--- config.mk ---
export PLATFORM = sky130hd
export DESIGN_NAME = uid_password_derivation
export DESIGN_NICKNAME = d
export VERILOG_FILES = /design/src/rtl/core/upd_pkg.sv /design/src/rtl/core/uid_password_derivation.sv
export VERILOG_INCLUDE_DIRS = /design/src /design/src/rtl/core
export SDC_FILE = /design/constraint.sdc
export NUM_CORES = 2
export LEC_CHECK = 0
export BUFFER_PORTS_ARGS = -buffer_cell sky130_fd_sc_hd__buf_2
export CORE_ASPECT_RATIO = 0.75
export CORE_MARGIN = 8
export CORE_UTILIZATION = 60
export DETAILED_ROUTE_END_ITERATION = 6
export HOLD_SLACK_MARGIN = 0.08
export PLACE_DENSITY_LB_ADDON = 0.1
export SLEW_MARGIN = 0
export SYNTH_ARGS = -nofsm -noshare
export SYNTH_HDL_FRONTEND = slang
export SYNTH_SLANG_ARGS = --single-unit
--- constraint.sdc ---
create_clock -name clock -period 85.1 [get_ports clock]
set_input_delay 17.02 -clock clock [delete_from_list [all_inputs] [get_ports clock]]
set_output_delay 17.02 -clock clock [all_outputs]
set_load 0.02 [all_outputs]
--- src/rtl/core/uid_password_derivation_defines.svh ---
// ----------------------------------------------------------------------------
// uid_password_derivation_defines: assertion macros
// Concurrent assertion wrappers for the password derivation block; an
// ASSERT_OFF build turns them into empty text.
// ----------------------------------------------------------------------------
`ifndef UID_PASSWORD_DERIVATION_DEFINES_SVH
`define UID_PASSWORD_DERIVATION_DEFINES_SVH

`ifndef ASSERT_OFF
// Clocked check, ignored while reset is high.
`define UPD_ASSERT(label, clk, rst, prop) \
   label: assert property (@(posedge clk) disable iff (rst) prop) \
      else $error("uid_password_derivation: check failed");
// Clocked check that also covers the reset cycles.
`define UPD_ASSERT_NORST(label, clk, prop) \
   label: assert property (@(posedge clk) prop) \
      else $error("uid_password_derivation: reset check failed");
`else
`define UPD_ASSERT(label, clk, rst, prop)
`define UPD_ASSERT_NORST(label, clk, prop)
`endif

`endif

--- src/rtl/core/upd_pkg.sv ---
// ----------------------------------------------------------------------------
// upd_pkg: password derivation package
// Field widths, SHA-1 constants and small index helpers.
// ----------------------------------------------------------------------------
package upd_pkg;

   localparam int UID_BYTES  = 7;
   localparam int UID_W      = UID_BYTES * 8;
   localparam int LEN_W      = 4;
   localparam int PW_W       = 32;
   localparam int REQ_W      = 64;
   localparam int RSP_W      = 40;
   localparam int DIG_BYTES  = 20;
   localparam int WIN_WORDS  = 16;
   localparam int ROUNDS     = 80;

   localparam logic [LEN_W-1:0] UID_LEN  = LEN_W'(UID_BYTES);
   localparam logic [31:0]      MSG_BITS = 32'(UID_BYTES * 8);
   localparam logic [7:0]       PAD_BYTE = 8'h80;
   localparam logic [7:0]       XOR_A    = 8'hAA;
   localparam logic [7:0]       XOR_B    = 8'h55;

   localparam logic [31:0] SHA1_H [5] = '{
      32'h67452301, 32'hEFCDAB89, 32'h98BADCFE, 32'h10325476, 32'hC3D2E1F0
   };

   localparam logic [31:0] K_R0 = 32'h5A827999;
   localparam logic [31:0] K_R1 = 32'h6ED9EBA1;
   localparam logic [31:0] K_R2 = 32'h8F1BBCDC;
   localparam logic [31:0] K_R3 = 32'hCA62C1D6;

   typedef logic [4:0] dig_idx_type;

   function automatic logic [31:0] rotl(input logic [31:0] x, input int n);
      rotl = (x << n) | (x >> (32 - n));
   endfunction

   // x mod 20 for a byte: quotient by reciprocal 205/4096, exact below 256
   function automatic dig_idx_type mod20(input logic [7:0] x);
      logic [15:0] prod;
      logic [7:0]  rem;
      prod  = 16'(x) * 16'd205;
      rem   = x - 8'(prod[15:12] * 8'd20);
      mod20 = rem[4:0];
   endfunction

   // (a + inc) mod 20 for a < 20, inc < 20
   function automatic dig_idx_type add_mod20(input dig_idx_type a,
                                             input logic [4:0] inc);
      logic [5:0] s;
      s = 6'(a) + 6'(inc);
      if (s >= 6'(DIG_BYTES)) begin
         s = s - 6'(DIG_BYTES);
      end
      add_mod20 = s[4:0];
   endfunction

   // distance to the next picked digest byte: offsets 0, 5, 13, 17
   function automatic logic [4:0] sel_step(input logic [1:0] step);
      case (step)
         2'd0:    sel_step = 5'd5;
         2'd1:    sel_step = 5'd8;
         2'd2:    sel_step = 5'd4;
         default: sel_step = 5'd0;
      endcase
   endfunction

endpackage

--- src/rtl/core/uid_password_derivation.sv ---
// ----------------------------------------------------------------------------
// uid_password_derivation: tag password from a 7-byte UID
// XOR mode mixes UID bytes; hash mode runs SHA-1 on one round unit and picks
// four digest bytes.
// ----------------------------------------------------------------------------
// Hash mode: 80 passes through the round unit, then the final add, the pick of
//   four digest bytes and the write-out. Either mode takes a new item only in idle.
// XOR mode or a length other than 7: the password is registered, then written out.
// A waiting result does not block the next item; it only holds the write-out.
// Reset (synchronous, active high) returns to idle, drops any pending result
//   and sets the mode to XOR.
`include "uid_password_derivation_defines.svh"

module uid_password_derivation (
   input  logic                        clock,
   input  logic                        reset,
   input  logic                        csr_we,
   input  logic                        csr_wdata,   // derive_mode
   input  logic                        req_tvalid,
   output logic                        req_tready,
   input  logic [upd_pkg::REQ_W-1:0]   req_tdata,   // uid_bytes[55:0], uid_length[59:56]
   output logic                        rsp_tvalid,
   input  logic                        rsp_tready,
   output logic [upd_pkg::RSP_W-1:0]   rsp_tdata    // password[31:0], generated[32]
);
   import upd_pkg::*;

   localparam logic [2:0] ST_IDLE  = 3'd0;
   localparam logic [2:0] ST_ROUND = 3'd1;
   localparam logic [2:0] ST_FINAL = 3'd2;
   localparam logic [2:0] ST_MODK  = 3'd3;
   localparam logic [2:0] ST_SEL   = 3'd4;
   localparam logic [2:0] ST_WRITE = 3'd5;

   // control
   logic [2:0]             state_ff, state_in;
   logic                   mode_ff, mode_in;
   logic [6:0]             rnd_ff, rnd_in;
   logic [1:0]             step_ff, step_in;
   logic                   rsp_valid_ff, rsp_valid_in;

   // datapath
   logic [31:0]            a_ff, b_ff, c_ff, d_ff, e_ff;
   logic [31:0]            a_in, b_in, c_in, d_in, e_in;
   logic [31:0]            w_ff [WIN_WORDS];
   logic [31:0]            w_in [WIN_WORDS];
   logic [7:0]             dig_ff [DIG_BYTES];
   logic [7:0]             dig_in [DIG_BYTES];
   dig_idx_type            idx_ff, idx_in;
   logic [PW_W-1:0]        pw_ff, pw_in;
   logic                   gen_ff, gen_in;
   logic [RSP_W-1:0]       rsp_data_ff, rsp_data_in;

   logic                   req_take;
   logic [UID_W-1:0]       uid;
   logic [LEN_W-1:0]       uid_len;
   logic [31:0]            f_val, k_val, t_val, w_new;
   logic [31:0]            sum_w [5];

   assign req_tready = (state_ff == ST_IDLE);
   assign req_take   = req_tvalid && req_tready;
   assign uid        = req_tdata[UID_W-1:0];
   assign uid_len    = req_tdata[UID_W +: LEN_W];

   assign rsp_tvalid = rsp_valid_ff;
   assign rsp_tdata  = rsp_data_ff;

   // Round unit: round function and constant by round group
   always_comb begin
      case (rnd_ff) inside
         [7'd0:7'd19]: begin
            f_val = (b_ff & c_ff) | (~b_ff & d_ff);
            k_val = K_R0;
         end
         [7'd20:7'd39]: begin
            f_val = b_ff ^ c_ff ^ d_ff;
            k_val = K_R1;
         end
         [7'd40:7'd59]: begin
            f_val = (b_ff & c_ff) | (b_ff & d_ff) | (c_ff & d_ff);
            k_val = K_R2;
         end
         default: begin
            f_val = b_ff ^ c_ff ^ d_ff;
            k_val = K_R3;
         end
      endcase
   end

   assign t_val = rotl(a_ff, 5) + f_val + e_ff + k_val + w_ff[0];
   // next schedule word: w[i+16] from the 16-word window starting at w[i]
   assign w_new = rotl(w_ff[13] ^ w_ff[8] ^ w_ff[2] ^ w_ff[0], 1);

   // final chaining add
   assign sum_w[0] = SHA1_H[0] + a_ff;
   assign sum_w[1] = SHA1_H[1] + b_ff;
   assign sum_w[2] = SHA1_H[2] + c_ff;
   assign sum_w[3] = SHA1_H[3] + d_ff;
   assign sum_w[4] = SHA1_H[4] + e_ff;

   // Sequencer
   always_comb begin
      state_in     = state_ff;
      mode_in      = mode_ff;
      rnd_in       = rnd_ff;
      step_in      = step_ff;
      a_in         = a_ff;
      b_in         = b_ff;
      c_in         = c_ff;
      d_in         = d_ff;
      e_in         = e_ff;
      w_in         = w_ff;
      dig_in       = dig_ff;
      idx_in       = idx_ff;
      pw_in        = pw_ff;
      gen_in       = gen_ff;
      rsp_data_in  = rsp_data_ff;
      rsp_valid_in = rsp_valid_ff && !rsp_tready;

      if (csr_we) begin
         mode_in = csr_wdata;
      end

      case (state_ff)
         ST_IDLE: begin
            if (req_take) begin
               state_in = ST_WRITE;
               if (uid_len != UID_LEN) begin
                  // wrong length: no password in either mode
                  pw_in  = '0;
                  gen_in = 1'b0;
               end else if (!mode_ff) begin
                  pw_in  = {uid[47:40] ^ uid[31:24] ^ XOR_A,
                            uid[39:32] ^ uid[23:16] ^ XOR_B,
                            uid[31:24] ^ uid[15:8]  ^ XOR_A,
                            uid[23:16] ^ uid[7:0]   ^ XOR_B};
                  gen_in = 1'b1;
               end else begin
                  // load the single padded block and the initial chaining value
                  for (int i = 0; i < WIN_WORDS; i++) begin
                     w_in[i] = '0;
                  end
                  w_in[0]            = uid[55:24];
                  w_in[1]            = {uid[23:0], PAD_BYTE};
                  w_in[WIN_WORDS-1]  = MSG_BITS;
                  a_in     = SHA1_H[0];
                  b_in     = SHA1_H[1];
                  c_in     = SHA1_H[2];
                  d_in     = SHA1_H[3];
                  e_in     = SHA1_H[4];
                  rnd_in   = '0;
                  gen_in   = 1'b1;
                  state_in = ST_ROUND;
               end
            end
         end
         ST_ROUND: begin
            a_in = t_val;
            b_in = a_ff;
            c_in = rotl(b_ff, 30);
            d_in = c_ff;
            e_in = d_ff;
            for (int i = 0; i < WIN_WORDS - 1; i++) begin
               w_in[i] = w_ff[i+1];
            end
            w_in[WIN_WORDS-1] = w_new;
            if (rnd_ff == 7'(ROUNDS - 1)) begin
               state_in = ST_FINAL;
            end else begin
               rnd_in = rnd_ff + 7'd1;
            end
         end
         ST_FINAL: begin
            for (int i = 0; i < 5; i++) begin
               for (int j = 0; j < 4; j++) begin
                  dig_in[4*i+j] = sum_w[i][31-8*j -: 8];
               end
            end
            state_in = ST_MODK;
         end
         ST_MODK: begin
            idx_in   = mod20(dig_ff[0]);
            step_in  = '0;
            state_in = ST_SEL;
         end
         ST_SEL: begin
            // shift in one picked byte per cycle, most significant first
            pw_in   = {pw_ff[PW_W-9:0], dig_ff[idx_ff]};
            idx_in  = add_mod20(idx_ff, sel_step(step_ff));
            step_in = step_ff + 2'd1;
            if (step_ff == 2'd3) begin
               state_in = ST_WRITE;
            end
         end
         ST_WRITE: begin
            // hold until the output register is free
            if (!rsp_valid_ff || rsp_tready) begin
               rsp_valid_in = 1'b1;
               rsp_data_in  = {(RSP_W - PW_W - 1)'(0), gen_ff, pw_ff};
               state_in     = ST_IDLE;
            end
         end
         default: begin
            state_in = ST_IDLE;
         end
      endcase
   end

   always_ff @(posedge clock) begin
      if (reset) begin
         state_ff     <= ST_IDLE;
         mode_ff      <= 1'b0;
         rnd_ff       <= '0;
         step_ff      <= '0;
         rsp_valid_ff <= 1'b0;
      end else begin
         state_ff     <= state_in;
         mode_ff      <= mode_in;
         rnd_ff       <= rnd_in;
         step_ff      <= step_in;
         rsp_valid_ff <= rsp_valid_in;
      end
   end

   always_ff @(posedge clock) begin
      a_ff        <= a_in;
      b_ff        <= b_in;
      c_ff        <= c_in;
      d_ff        <= d_in;
      e_ff        <= e_in;
      w_ff        <= w_in;
      dig_ff      <= dig_in;
      idx_ff      <= idx_in;
      pw_ff       <= pw_in;
      gen_ff      <= gen_in;
      rsp_data_ff <= rsp_data_in;
   end

   `UPD_ASSERT(a_round_range, clock, reset, (state_ff == ST_ROUND) |-> (rnd_ff < 7'(ROUNDS)))
   `UPD_ASSERT(a_no_gen_zero, clock, reset, (rsp_tvalid && !rsp_tdata[PW_W]) |-> (rsp_tdata[PW_W-1:0] == '0))
   `UPD_ASSERT(a_accept_leaves_idle, clock, reset, req_take |=> (state_ff != ST_IDLE))
   `UPD_ASSERT(a_rsp_from_write, clock, reset, $rose(rsp_valid_ff) |-> ($past(state_ff) == ST_WRITE))
   `UPD_ASSERT_NORST(a_reset_clears, clock, reset |=> (!rsp_tvalid && req_tready))

endmodule

Word-level counts from Yosys, hierarchy flattened
Index checks and enable logic that the tools add are counted.

cells by class
  add/sub/neg operators = 14
  multiply operators = 2
  magnitude comparators = 8
  eq/ne operators = 18
  mux-type cells = 57
  bitwise operators = 25
  reduce and logical (&&, ||, !) cells = 19

operator list
  operator                                           count
  2-to-1 mux 512 bit                                 3
  one-hot mux 512 bit (2 select lines)               1
  2-to-1 mux 32 bit                                  23
  one-hot mux 32 bit (2 select lines)                6
  bitwise XOR 32 bit                                 5
  adder 32 bit                                       4
  AND 32 bit                                         4
  adder 32 bit, first input constant                 3
  OR 32 bit                                          3
  binary-select mux 8 bit (select 5 bit)             1
  adder 29 x 32 -> 32 bit, first input constant      1
  adder 31 x 32 -> 32 bit, first input constant      1
  inverter 32 bit                                    1
  OR 32 x 1 -> 32 bit                                1
  OR 32 x 30 -> 32 bit                               1
  OR 32 x 5 -> 32 bit                                1
  bitwise XOR 8 bit                                  4
  2-to-1 mux 31 bit                                  1
  2-to-1 mux 7 bit                                   4
  2-to-1 mux 3 bit                                   6
  one-hot mux 3 bit (6 select lines)                 1
  multiplier 8 x 8 -> 16 bit, second input constant  1
  2-to-1 mux 8 bit                                   2
  inverter 4 bit                                     4
  other kinds (40)                                   61

storage, ports and cells
  register bits after elaboration = 917
  input bits = 70
  output and inout port bits = 42
  logic and storage cells = 193

Longest topological paths before layout
  depth after elaboration = 11
  gate-level depth with buffers = 22
  mapped depth without buffers = 21

Least setup slack after synthesis
No wires, ideal clock.

  path kind = input port to flip-flop
  start = input port req_tdata[59] in the netlist's numbering
  end = register a_ff[0], enable pin
  library setup time = 2.031 ns
  arrival time = 51.488 ns
  required time = 83.069 ns
  path slack = 31.580 ns
  stages on the path = 4
  buffers on the path = 1
  cells stage by stage = and4b_1 > clkbuf_1 > nand2_1 > a2bb2oi_1

between the ends
  cells in the longest elaborated chain, start to end = 3

RTL lines
  what                             line                            RTL
  start, declared                  uid_password_derivation.sv:21   input logic [upd_pkg::REQ_W-1:0] req_tdata,
  inequality test 4 x 3 -> 1 bit   uid_password_derivation.sv:128  if (uid_len != UID_LEN) begin
  inequality test 2 bit (no line)  -
  AND reduction 4 bit (no line)    -
  end signal, assigned             uid_password_derivation.sv:226  a_ff <= a_in;
  end, declared                    uid_password_derivation.sv:43   logic [31:0] a_ff, b_ff, c_ff, d_ff, e_ff;

Every way passes these cells.
A chain may end at the register's enable or synchronous reset.

Worst setup path after layout
  start = input port req_tdata[59] in the netlist's numbering
  end = register w_ff[6] in the netlist's numbering, enable pin

between the ends
  cells in the longest elaborated chain, start to end = 3

RTL lines
  what                             line                            RTL
  inequality test 4 x 3 -> 1 bit   uid_password_derivation.sv:128
  inequality test 2 bit (no line)  -
  AND reduction 4 bit (no line)    -
  end signal, assigned             uid_password_derivation.sv:231  w_ff <= w_in;
  end, declared                    uid_password_derivation.sv:45   logic [31:0] w_ff [WIN_WORDS];

Every way passes these cells.

==> results.cfg <==
[worst_setup_path]
crit_required_ps = 85360
startpoint_type = input pin
end_kind = register
worstSetupPathType = input pin to register
cp.arrival_ps = 20680
critical_path.max_fanout = 92
r2r_cells = 22

[logic_synthesis]
netlist_top_cells_area = edfxtp_1, and2_1, fa_1, xnor2_1, nand2_1
synth.distinct_cells = 91
synth_top_area_share = 0.6011
ys_seq_area_frac = 0.6073
synth.top_cells.by_count = edfxtp_1, and2_1, nand2_1, inv_1, xnor2_1
syn-cell-area_um2 = 45110
synthFlopType = edfxtp_1
avgSynthCellArea_um2 = 13.06
synth_area_leader_cell = edfxtp_1
synth.most_common_cell = edfxtp_1
synthArstFlopShare = 0
synth-seq-cells = 917
synthCells = 3453
synth-edff-count = 903
synth_warnings = 0

[sta]
hold_viol_final = 0
setup_viol = 0
fin_worst_skew_ps = 42.00
fin_crit_sh = 0.2399
finalSetupTns_ps = 0
slew-limit-headroom = 0.1638
fin_crit_ps = 20420
worst_pin_slew_ps = 1250
max_freq_ghz = 0.04897
slew_viol_final = 0
rsz0062_at_grt = no
whs_ps = 420.2

[clocking]
h-tree-depth = 3
root_buffer = clkbuf_16
cts_sinks = 917
cts_buffer_depth = 3
cts_resized = 0
cts_buffers = 88
tritoncts = done
cts_setup_buffers = 0
clk_latency_ps = 660
clk_pin_slew_worst_paths_ps = 70
cts_hold_buf = 0

[die]
start_util = 0.6032
fp.dieH_um = 253.5
die-area_um2 = 84300
rows = 87
die_x_um = 332.6
core_um2 = 74780
io_pins = 112

[global_routing]
grt_overflow = 0
grt_antenna_before_repair = 9
grtUsageTotal = 0.2579
grt_pass1_wl_mm = 163.4
grt_max_degree = 259
grt_pass1_vias = 25910

[route]
drc = 0
drt_iter0_drc = 3483
first_pass_iters = 6
vias = 26830
drtAntennaViolNets = 0
routed_wl_mm = 109.4
via_per_inst = 5.849
wire_per_inst_um = 23.84

[cells_and_area]
drive_above_1_share = 0.09509
fin_nets = 3831
post-route-cell-area_um2 = 49330
syn2layout_area_growth_pct = 9.353

[place]
place_congestion = 0.9372
dp_hpwl_mm = 76.75
io_buffers = 100
placedInstanceArea_um2 = 46580

[worst_hold_path]
min_path_cells = 0
hold_class = register to register

[flow_run]
cap_violations = 0

[outcome]
outcome = completed
==> worst max-delay path, stage by stage <==
cell	delay, ps
buf_2	90
and4b_1	360
nand2_1	150
a2bb2oi_4	920
buf_4	1000
buf_4	960
==> area by class of cell <==
type                            count  area [µm²]
Clock buffer                      115        2325
Timing Repair Buffer              122       715.7
Fill cell                        5439       25450
Antenna cell                        1       2.502
Inverter                          299        1122
Tap cell                          979        1225
Multi-Input combinational cell   2108       16120
Clock inverter                     46       424.2
Sequential cell                   917       27400
==> per-stage QoR <==
step / instances / setup WS (ps) / utilization
CTS: 4586 / 64710 / 0.6596
floorplan: 3459 / 31580 / -
global route: 4587 / 64530 / 0.6596
finish: 4587 / 64680 / 0.6596
global placement: 4425 / 64150 / 0.6228
detailed placement: 4425 / 64010 / 0.6228
==> layer usage <==
metal,track usage,part of all wire,wire length (µm)
met5,0,0.000091,10
met4,0.06518,0.024,2574
met3,0.07061,0.11,12240
met2,0.3673,0.42,46210
met1,0.3934,0.44,48320
==> path summary, 6_finish.rpt <==
kind / slack (ps) / start / to
setup / recovery: 64680 / req_tdata[59] / w_ff[6]$_SDFFCE_PN0P_
hold / removal: 420 / pw_ff[27]$_DFFE_PP_ / rsp_tdata[27]$_DFFE_PP_
setup reg to reg: 78020 / rnd_ff[0]$_SDFFE_PP0P_ / a_ff[27]$_SDFFCE_PN0P_
hold reg to reg: 420 / pw_ff[27]$_DFFE_PP_ / rsp_tdata[27]$_DFFE_PP_
==> layout by cell type (no fill, tap or decap), types with 7 or more instances in the layout <==
| master | count |
|---|---|
| nand4_1 | 11 |
| nor2_1 | 205 |
| xnor2_1 | 222 |
| mux4_2 | 48 |
| nor2b_1 | 8 |
| conb_1 | 7 |
| o22ai_1 | 31 |
| clkinv_1 | 19 |
| nor3_1 | 26 |
| clkbuf_16 | 89 |
| o31ai_1 | 9 |
| edfxtp_1 | 903 |
| a22oi_1 | 10 |
| clkinv_2 | 13 |
| and2_1 | 469 |
| or3_1 | 10 |
| nand2b_1 | 43 |
| o21a_1 | 15 |
| nand2_1 | 336 |
| fa_1 | 132 |
| xor2_1 | 68 |
| mux2_2 | 9 |
| a31oi_1 | 14 |
| mux2i_1 | 26 |
| a21o_1 | 12 |
| dfxtp_1 | 14 |
| inv_1 | 297 |
| and3_1 | 10 |
| clkbuf_1 | 26 |
| a21oi_1 | 60 |
| ha_1 | 93 |
| buf_2 | 100 |
| a211oi_1 | 8 |
| nand3_1 | 30 |
| o21ai_0 | 58 |
| o21ai_1 | 14 |
| buf_4 | 18 |
==> state kept, by name, indices dropped and copies added (netlist names), 2 cells and up <==
name       cells
a_ff          32
dig_ff       160
pw_ff         32
w_ff         512
idx_ff         5
state_ff       3
d_ff          32
e_ff          32
step_ff        2
rsp_tdata     33
b_ff          32
c_ff          32
rnd_ff         7
==> cell families after synthesis <==
group,synth area share
adders and majority gates,0.08437
buffers and inverters,0.03697
muxes,0.03198
xor gates and xnor gates,0.05630
AOI/OAI and AO/OA,0.04848
and+or+nand+nor,0.1345
DFF,0.6073
other,0.00008313
Power is not shown: default switching activity piles up to over one toggle a cycle in this logic, so the estimate is an artifact.
